==> src/rtl/double_length_block_cipher_hash_defines.svh <==
// Assertion helpers used by the RTL.
`ifndef DOUBLE_LENGTH_BLOCK_CIPHER_HASH_DEFINES_SVH
`define DOUBLE_LENGTH_BLOCK_CIPHER_HASH_DEFINES_SVH

// Check that an implication holds at every clock edge outside reset.
`define DLH_ASSERT(label, clk, rst_n, prop, msg) \
  label: assert property (@(posedge clk) disable iff (!rst_n) (prop)) else $error(msg);

// Check that a signal is never high while reset is released.
`define DLH_NEVER(label, clk, rst_n, sig, msg) \
  label: assert property (@(posedge clk) disable iff (!rst_n) !(sig)) else $error(msg);

`endif

==> src/rtl/dlh_pkg.sv <==
package dlh_pkg;

  localparam int unsigned WordW   = 64;
  localparam int unsigned LenW    = 6;
  localparam int unsigned NumRegs = 5;
  localparam int unsigned RegIdxW = 3;
  localparam int unsigned Rounds  = 32;
  localparam int unsigned RndW    = 5;
  localparam int unsigned QDepth  = 2;

  localparam logic [RegIdxW-1:0] RegIv0    = 3'd0;
  localparam logic [RegIdxW-1:0] RegIv1    = 3'd1;
  localparam logic [RegIdxW-1:0] RegIv2    = 3'd2;
  localparam logic [RegIdxW-1:0] RegIv3    = 3'd3;
  localparam logic [RegIdxW-1:0] RegHashLen = 3'd4;

  localparam logic [LenW-1:0] MaxLen = 6'd32;

  typedef struct packed {
    logic [WordW-1:0] block_hi;
    logic [WordW-1:0] block_lo;
    logic             first_block;
    logic             last_block;
  } in_item_t;

  typedef struct packed {
    logic [WordW-1:0] hash_word0;
    logic [WordW-1:0] hash_word1;
    logic [WordW-1:0] hash_word2;
    logic [WordW-1:0] hash_word3;
  } out_item_t;

  // Front-to-back job: data block plus the chaining source decision.
  typedef struct packed {
    logic [WordW-1:0] block_hi;
    logic [WordW-1:0] block_lo;
    logic             use_iv;
    logic             emit;
  } job_t;

  typedef enum logic [1:0] {
    BkIdle,
    BkRun,
    BkDone
  } back_state_e;

  localparam logic [7:0] SBOX [256] = '{
    8'hd6,8'h90,8'he9,8'hfe,8'hcc,8'he1,8'h3d,8'hb7,8'h16,8'hb6,8'h14,8'hc2,8'h28,8'hfb,8'h2c,8'h05,
    8'h2b,8'h67,8'h9a,8'h76,8'h2a,8'hbe,8'h04,8'hc3,8'haa,8'h44,8'h13,8'h26,8'h49,8'h86,8'h06,8'h99,
    8'h9c,8'h42,8'h50,8'hf4,8'h91,8'hef,8'h98,8'h7a,8'h33,8'h54,8'h0b,8'h43,8'hed,8'hcf,8'hac,8'h62,
    8'he4,8'hb3,8'h1c,8'ha9,8'hc9,8'h08,8'he8,8'h95,8'h80,8'hdf,8'h94,8'hfa,8'h75,8'h8f,8'h3f,8'ha6,
    8'h47,8'h07,8'ha7,8'hfc,8'hf3,8'h73,8'h17,8'hba,8'h83,8'h59,8'h3c,8'h19,8'he6,8'h85,8'h4f,8'ha8,
    8'h68,8'h6b,8'h81,8'hb2,8'h71,8'h64,8'hda,8'h8b,8'hf8,8'heb,8'h0f,8'h4b,8'h70,8'h56,8'h9d,8'h35,
    8'h1e,8'h24,8'h0e,8'h5e,8'h63,8'h58,8'hd1,8'ha2,8'h25,8'h22,8'h7c,8'h3b,8'h01,8'h21,8'h78,8'h87,
    8'hd4,8'h00,8'h46,8'h57,8'h9f,8'hd3,8'h27,8'h52,8'h4c,8'h36,8'h02,8'he7,8'ha0,8'hc4,8'hc8,8'h9e,
    8'hea,8'hbf,8'h8a,8'hd2,8'h40,8'hc7,8'h38,8'hb5,8'ha3,8'hf7,8'hf2,8'hce,8'hf9,8'h61,8'h15,8'ha1,
    8'he0,8'hae,8'h5d,8'ha4,8'h9b,8'h34,8'h1a,8'h55,8'had,8'h93,8'h32,8'h30,8'hf5,8'h8c,8'hb1,8'he3,
    8'h1d,8'hf6,8'he2,8'h2e,8'h82,8'h66,8'hca,8'h60,8'hc0,8'h29,8'h23,8'hab,8'h0d,8'h53,8'h4e,8'h6f,
    8'hd5,8'hdb,8'h37,8'h45,8'hde,8'hfd,8'h8e,8'h2f,8'h03,8'hff,8'h6a,8'h72,8'h6d,8'h6c,8'h5b,8'h51,
    8'h8d,8'h1b,8'haf,8'h92,8'hbb,8'hdd,8'hbc,8'h7f,8'h11,8'hd9,8'h5c,8'h41,8'h1f,8'h10,8'h5a,8'hd8,
    8'h0a,8'hc1,8'h31,8'h88,8'ha5,8'hcd,8'h7b,8'hbd,8'h2d,8'h74,8'hd0,8'h12,8'hb8,8'he5,8'hb4,8'hb0,
    8'h89,8'h69,8'h97,8'h4a,8'h0c,8'h96,8'h77,8'h7e,8'h65,8'hb9,8'hf1,8'h09,8'hc5,8'h6e,8'hc6,8'h84,
    8'h18,8'hf0,8'h7d,8'hec,8'h3a,8'hdc,8'h4d,8'h20,8'h79,8'hee,8'h5f,8'h3e,8'hd7,8'hcb,8'h39,8'h48
  };

  localparam logic [31:0] FK0 = 32'ha3b1bac6;
  localparam logic [31:0] FK1 = 32'h56aa3350;
  localparam logic [31:0] FK2 = 32'h677d9197;
  localparam logic [31:0] FK3 = 32'hb27022dc;

  function automatic logic [31:0] tau(input logic [31:0] x);
    tau = {SBOX[x[31:24]], SBOX[x[23:16]], SBOX[x[15:8]], SBOX[x[7:0]]};
  endfunction

  function automatic logic [31:0] rotl(input logic [31:0] x, input int unsigned n);
    rotl = (x << n) | (x >> (32 - n));
  endfunction

  // Round constant: byte j is (4*i+j)*7 mod 256.
  function automatic logic [31:0] round_const(input logic [RndW-1:0] i);
    logic [7:0] b;
    logic [31:0] r;
    r = '0;
    for (int j = 0; j < 4; j++) begin
      b = 8'(({3'd0, i} * 8'd4 + 8'(j)) * 8'd7);
      r = {r[23:0], b};
    end
    round_const = r;
  endfunction

endpackage

==> src/rtl/dlh_front.sv <==
module dlh_front (
  input  logic              clk_i,
  input  logic              rst_ni,
  input  logic              push,
  output logic              full,
  input  dlh_pkg::in_item_t in_data_i,
  output logic              job_valid_o,
  input  logic              job_take_i,
  output dlh_pkg::job_t     job_o
);
  import dlh_pkg::*;

  // Two-entry queue of classified jobs.
  job_t             mem_q [QDepth];
  logic             wr_ptr_q, rd_ptr_q;
  logic [1:0]       cnt_q, cnt_d;
  logic             do_push, do_pop;

  assign full        = (cnt_q == 2'(QDepth));
  assign do_push     = push && !full;
  assign job_valid_o = (cnt_q != 2'd0);
  assign do_pop      = job_valid_o && job_take_i;
  assign job_o       = mem_q[rd_ptr_q];

  always_comb begin
    cnt_d = cnt_q;
    if (do_push && !do_pop) cnt_d = cnt_q + 2'd1;
    else if (!do_push && do_pop) cnt_d = cnt_q - 2'd1;
  end

  always_ff @(posedge clk_i or negedge rst_ni) begin
    if (!rst_ni) begin
      wr_ptr_q <= 1'b0;
      rd_ptr_q <= 1'b0;
      cnt_q    <= 2'd0;
    end else begin
      cnt_q <= cnt_d;
      if (do_push) wr_ptr_q <= ~wr_ptr_q;
      if (do_pop)  rd_ptr_q <= ~rd_ptr_q;
    end
  end

  always_ff @(posedge clk_i) begin
    if (do_push) begin
      mem_q[wr_ptr_q] <= '{block_hi:    in_data_i.block_hi,
                           block_lo:    in_data_i.block_lo,
                           use_iv:      in_data_i.first_block,
                           emit:        in_data_i.last_block};
    end
  end

endmodule

==> config.mk <==
export PLATFORM = sky130hd
export DESIGN_NAME = dlh_front
export DESIGN_NICKNAME = d
export VERILOG_FILES = /design/src/rtl/double_length_block_cipher_hash_defines.svh /design/src/rtl/dlh_pkg.sv /design/src/rtl/dlh_front.sv
export SDC_FILE = /design/constraint.sdc
export NUM_CORES = 1
export LEC_CHECK = 0
export BUFFER_PORTS_ARGS = -buffer_cell sky130_fd_sc_hd__buf_2
export CAP_MARGIN = 20
export CORE_MARGIN = 8
export CORE_UTILIZATION = 25
export DETAILED_ROUTE_END_ITERATION = 8
export PLACE_DENSITY = 0.5
export SYNTH_ARGS = -nofsm -noshare
export SYNTH_HDL_FRONTEND = slang
export SYNTH_SLANG_ARGS = --single-unit
==> constraint.sdc <==
create_clock -name clk_i -period 8.9 [get_ports clk_i]
set_input_delay 0.89 -clock clk_i [delete_from_list [all_inputs] [get_ports clk_i]]
set_output_delay 0.89 -clock clk_i [all_outputs]
set_load 0.03 [all_outputs]
# Yosys cells after proc, flatten, opt, wreduce, memory -nomap -nowiden
# Memory sizes are Yosys's and may differ from the RTL's.
# Index checks and enable logic that the tools add are counted.
# W data, S select, Z words.
op_classes:
  bitwise: 2
  n_div: 0
  magnitude_cmp: 0
  shift: 0
  mux: 4
  add_sub_neg: 2
  multipliers: 0
  n_eq_ne: 1
  reduce_logical: 9
op_table:
  columns: ["cell", "count"]
  rows:
  - ["$logic_and A1 B1 Y1", 4]
  - ["$mux W2", 2]
  - ["$reduce_bool A2 Y1", 2]
  - ["$logic_not A1 Y1", 3]
  - ["$add A2 B1 Y2 const B", 1]
  - ["$eq A2 B2 Y1 const B", 1]
  - ["$mux W1", 2]
  - ["$not A1 Y1", 2]
  - ["$sub A2 B1 Y2 const B", 1]
totals:
  ramBits: 260
  register_bits: 4
  wordCells: 22
  latchBits: 0
  mem_bits_ro: 0
  in_bits: 134
  output_inout_bits: 132
  memories: 1
mem_list:
  columns: ["memory", "depth", "word_bits", "read_ports", "rd_clocked_by_memory_dff", "write_ports", "line_no", "source"]
  rows:
  - ["mem_q", 2, 130, 1, 0, 1, "dlh_front.sv:14", "job_t mem_q [QDepth];"]

# Logic depth before layout (Yosys ltp)
depth:
  word_depth: 7
  depth_mapped: 7

# Worst setup path after synthesis
# No wires, ideal clock.
synth_path:
  kind: "input-to-reg"
  from: "in push"
  to: "mem mem_q[0][0] in the netlist's numbering (enable)"
  required_time_ns: 8.279
  arrival_ns: 6.380
  n_path_buf: 0
  path_slack_ns: 1.899
  path_stages: 2
  cell_sequence: "nand2_1 > nor2_1"
synth_via:
  elab_chain_cells: 3
synth_lines:
  columns: ["item", "line_no", "source"]
  rows:
  - ["start, declared", "dlh_front.sv:4", "input logic push,"]
  - ["$logic_and A1 B1 Y1", "dlh_front.sv:20", "assign do_push = push && !full;"]
  - ["$mux W1", "dlh_front.sv:44", "if (do_push) begin"]
  - ["$mux W1 (implied by the code)", "dlh_front.sv:45", "mem_q[wr_ptr_q] <= '{block_hi: in_data_i.block_hi,"]
  - ["end, declared", "dlh_front.sv:14", null]
# No other way between the ends.

==> metrics.txt <==
# TYPE chip_impl_metric gauge
chip_impl_metric{name="grt_overflow",unit=""} 0
chip_impl_metric{name="core.rowCount",unit=""} 73
chip_impl_metric{name="die-area",unit="sq um"} 46500
chip_impl_metric{name="die_width",unit="um"} 216
chip_impl_metric{name="finalWirelength",unit="um"} 21900
chip_impl_metric{name="total_power",unit="mW"} 4.59
chip_impl_metric{name="peak_vdd_ir",unit="uV"} 197
chip_impl_metric{name="clkSinkCount",unit=""} 264
chip_impl_metric{name="timing.critical_path.arrival",unit="ns"} 2.93
chip_impl_info{name="clock-root-buffer",value="sky130_fd_sc_hd__clkbuf_16"} 1
chip_impl_metric{name="gp_congestion",unit=""} 0.673
chip_impl_metric{name="port_buffers",unit=""} 265
chip_impl_metric{name="grt_pass1_wl",unit="um"} 32400
chip_impl_metric{name="timing_worst_slew_pin_value",unit="ns"} 0.952
chip_impl_metric{name="critical_path.n_buffers_inverters",unit=""} 2
chip_impl_metric{name="mappedNetlistArea",unit="sq um"} 9950
chip_impl_metric{name="finalCritPeriodShare",unit=""} 0.430
chip_impl_metric{name="cts.path.max_buffers",unit=""} 3
chip_impl_metric{name="fmax",unit="MHz"} 262
chip_impl_info{name="crit_path_top_delay_cell",value="sky130_fd_sc_hd__dfrtp_4"} 1
chip_impl_metric{name="max-slew-margin-rel",unit=""} 0.366
chip_impl_metric{name="r2r.worst_path.cells",unit=""} 4
chip_impl_metric{name="final_core_utilization",unit=""} 0.322
chip_impl_metric{name="core_region_area",unit="sq um"} 39500
chip_impl_metric{name="power.density",unit="nW/um^2"} 361
chip_impl_metric{name="p_leak",unit="nW"} 4.91
chip_impl_metric{name="r2r_slack",unit="ns"} 6.67
chip_impl_info{name="timing.critical_path.cells",value="buf_4, mux2_2, buf_2"} 1
chip_impl_metric{name="drt_first_iter_violations",unit=""} 208
chip_impl_metric{name="cts_resized",unit=""} 0
chip_impl_info{name="outcome",value="completed"} 1
chip_impl_metric{name="ant_nets",unit=""} 0
chip_impl_metric{name="cts_hold_buf",unit=""} 0
chip_impl_metric{name="synth_cell_type_count",unit=""} 16
chip_impl_metric{name="placed_area",unit="sq um"} 11900
chip_impl_metric{name="cts-buffers-inserted",unit=""} 31
chip_impl_metric{name="clk_pin_slew_worst_paths",unit="ns"} 0.05
chip_impl_metric{name="synthArstFlopShare",unit=""} 0.0152
chip_impl_metric{name="drc",unit=""} 0
chip_impl_metric{name="drive_gt1_frac",unit=""} 0.606
chip_impl_metric{name="finish.instance_area",unit="sq um"} 12700
chip_impl_metric{name="final.setup.tns",unit="ns"} 0
chip_impl_metric{name="die_h",unit="um"} 216
chip_impl_info{name="synth_ff_type",value="sky130_fd_sc_hd__edfxtp_1"} 1
chip_impl_metric{name="synth_sequential_area_ratio",unit=""} 0.794
chip_impl_metric{name="worst_ep_required_time",unit="ns"} 8.01
chip_impl_metric{name="timing.critical_path.fanout_max",unit=""} 48
chip_impl_info{name="worst_hold_path_type",value="in2async"} 1
chip_impl_metric{name="antenna_found_initial",unit=""} 2
chip_impl_metric{name="grt_pass1_vias",unit=""} 5168
chip_impl_metric{name="vias",unit=""} 4844
chip_impl_metric{name="finalHoldViolations",unit=""} 0
chip_impl_metric{name="area_growth_syn_to_layout",unit="%"} 27.7
chip_impl_info{name="worstSetupPathType",value="reg2out"} 1
chip_impl_info{name="ys_top_cells_by_area",value="sky130_fd_sc_hd__edfxtp_1 78%, sky130_fd_sc_hd__mux2_4 14%, sky130_fd_sc_hd__mux2_2 4.5%"} 1
chip_impl_metric{name="detail_route.vias_per_cell",unit=""} 3.86
chip_impl_metric{name="clock-skew-final",unit="ns"} 0.0116
chip_impl_metric{name="synth_edf_count",unit=""} 260
chip_impl_metric{name="grt_max_degree",unit=""} 67
chip_impl_metric{name="h_tree_levels",unit=""} 1
chip_impl_info{name="cp-end-kind",value="output port"} 1
chip_impl_metric{name="diodes",unit=""} 0
chip_impl_metric{name="synth_top_cell_area_share",unit=""} 0.784
chip_impl_metric{name="final_period_minus_worst_setup_slack",unit="ns"} 3.82
chip_impl_metric{name="synthesis.instances",unit=""} 424
chip_impl_metric{name="setup_violations",unit=""} 0
chip_impl_info{name="synth.top_cells.by_count",value="260 x sky130_fd_sc_hd__edfxtp_1, 90 x sky130_fd_sc_hd__mux2_4, 40 x sky130_fd_sc_hd__mux2_2"} 1
chip_impl_metric{name="clk-insertion-delay-late",unit="ns"} 0.55
chip_impl_metric{name="overall_track_demand_over_capacity_in_global_routing",unit=""} 0.0893
chip_impl_metric{name="num-fill-cells",unit=""} 3855
chip_impl_info{name="synth_most_common_cell",value="sky130_fd_sc_hd__edfxtp_1"} 1
chip_impl_metric{name="drt-pass1-iter-count",unit=""} 4
chip_impl_metric{name="synth_seq_cells",unit=""} 264
chip_impl_metric{name="top_level_ports",unit=""} 266
chip_impl_info{name="rr_startpoint",value="cnt_q[0]$_DFFE_PN0P_"} 1
chip_impl_info{name="synth_top_cell_by_area",value="sky130_fd_sc_hd__edfxtp_1"} 1
chip_impl_info{name="start_kind",value="register"} 1
chip_impl_info{name="tritoncts",value="built"} 1
chip_impl_info{name="rsz0062_at_grt",value="false"} 1
chip_impl_metric{name="slew_violations",unit=""} 0
chip_impl_metric{name="post_drt_wl_per_cell",unit="um"} 17.4
chip_impl_info{name="crit_family",value="flip-flops"} 1
chip_impl_metric{name="ys_warn_count",unit=""} 0
chip_impl_metric{name="hpwl_reported_at_the_end_of_detailed_placement",unit="um"} 14700
chip_impl_metric{name="post-cts-setup-buffer-count",unit=""} 0
chip_impl_metric{name="drv.max_cap_violation_count",unit=""} 0
chip_impl_metric{name="syn_nets",unit=""} 559
chip_impl_metric{name="num-nets-final",unit=""} 848
chip_impl_info{name="r2r-end",value="mem_q[0][79]$_DFFE_PP_"} 1
chip_impl_metric{name="cpPeakStageDelay",unit="ns"} 0.99
chip_impl_metric{name="floorplan.initialDensity",unit=""} 0.252
chip_impl_metric{name="synth_area_per_cell",unit="sq um"} 23.5
## kinds of logic (layout without fill, tap and decap cells)
| family | Yosys count | in the layout | share of synthesized area |
|---|---|---|---|
| simple gates | 7 | 7 | 0.00340 |
| fa+ha+maj | 1 | 1 | 0.00126 |
| mux | 130 | 130 | 0.181 |
| buf+inv | 17 | 324 | 0.0156 |
| flops | 264 | 264 | 0.794 |
| xor+xnor | 5 | 5 | 0.00440 |
## registers in the layout, indices dropped and copies added, names as in the netlist
name / count
rd_ptr_q: 1
cnt_q: 2
wr_ptr_q: 1
mem_q: 260
## cell usage in the layout, fill, tap and decap left out, drive strengths merged
master and count:
and3 1, clkbuf 38, clkinvlp 2, mux2 130, xor2 2, xnor2 3, clkinv 11, nand2 2
ha 1, dfrtp 4, inv 2, nand2b 1, or2 1, edfxtp 260, nor2 2, buf 271
## per-layer routing
| layer | track usage | vias to the layer above | part of all wire |
|---|---|---|---|
| li1 | - | 2255 | - |
| met1 | 0.113 | 2378 | 0.44 |
| met2 | 0.144 | 170 | 0.47 |
| met3 | 0.0330 | 39 | 0.069 |
| met4 | 0.0209 | 2 | 0.021 |
| met5 | 0 | - | 0.00059 |
## area by class of cell
class,instances,area [sq um],share of cell area
repair buffers,271,1370,0.108
multi-input cells,143,1900,0.150
well taps,525,657,0.0517
flip-flops and latches,264,7910,0.622
inverters,2,7.51,0.000590
clock inverters,13,62.6,0.00492
clock buffers,38,802,0.0631
## stage by stage
step                cells  worst slack (ns)  hold WS (ns)
floorplan             424              1.90         0.456
finish               1256              5.08         0.149
global placement     1205              5.59         0.481
detailed placement   1205              5.55         0.489
global route         1256              4.87         0.108
CTS                  1256              4.95         0.116
## worst max-delay path by stage
stage	slack, ns	depth (start not counted)	from	end
floorplan	1.90	2	push	mem_q[0][0]$_DFFE_PP_
global placement	5.59	3	rd_ptr_q$_DFFE_PN0P_	job_o[13]
detailed placement	5.55	3	rd_ptr_q$_DFFE_PN0P_	job_o[124]
CTS	4.95	3	rd_ptr_q$_DFFE_PN0P_	job_o[124]
global route	4.87	3	rd_ptr_q$_DFFE_PN0P_	job_o[17]
finish	5.08	3	rd_ptr_q$_DFFE_PN0P_	job_o[12]
## report_power, final
group	internal, mW	switching (mW)	total [mW]
Clock	0.628	0.462	1.09
Sequential	1.71	0.122	1.83
Combinational	0.627	1.05	1.67
## worst reg2reg max path: stages, from the launching register on
cell                       delay [ns]
sky130_fd_sc_hd__dfrtp_1         0.40
sky130_fd_sc_hd__nand2b_1        0.19
sky130_fd_sc_hd__nand2_1         0.14
sky130_fd_sc_hd__nor2_4          0.30
sky130_fd_sc_hd__buf_4           0.73
Note: power is estimated with default switching activity, not from simulation.
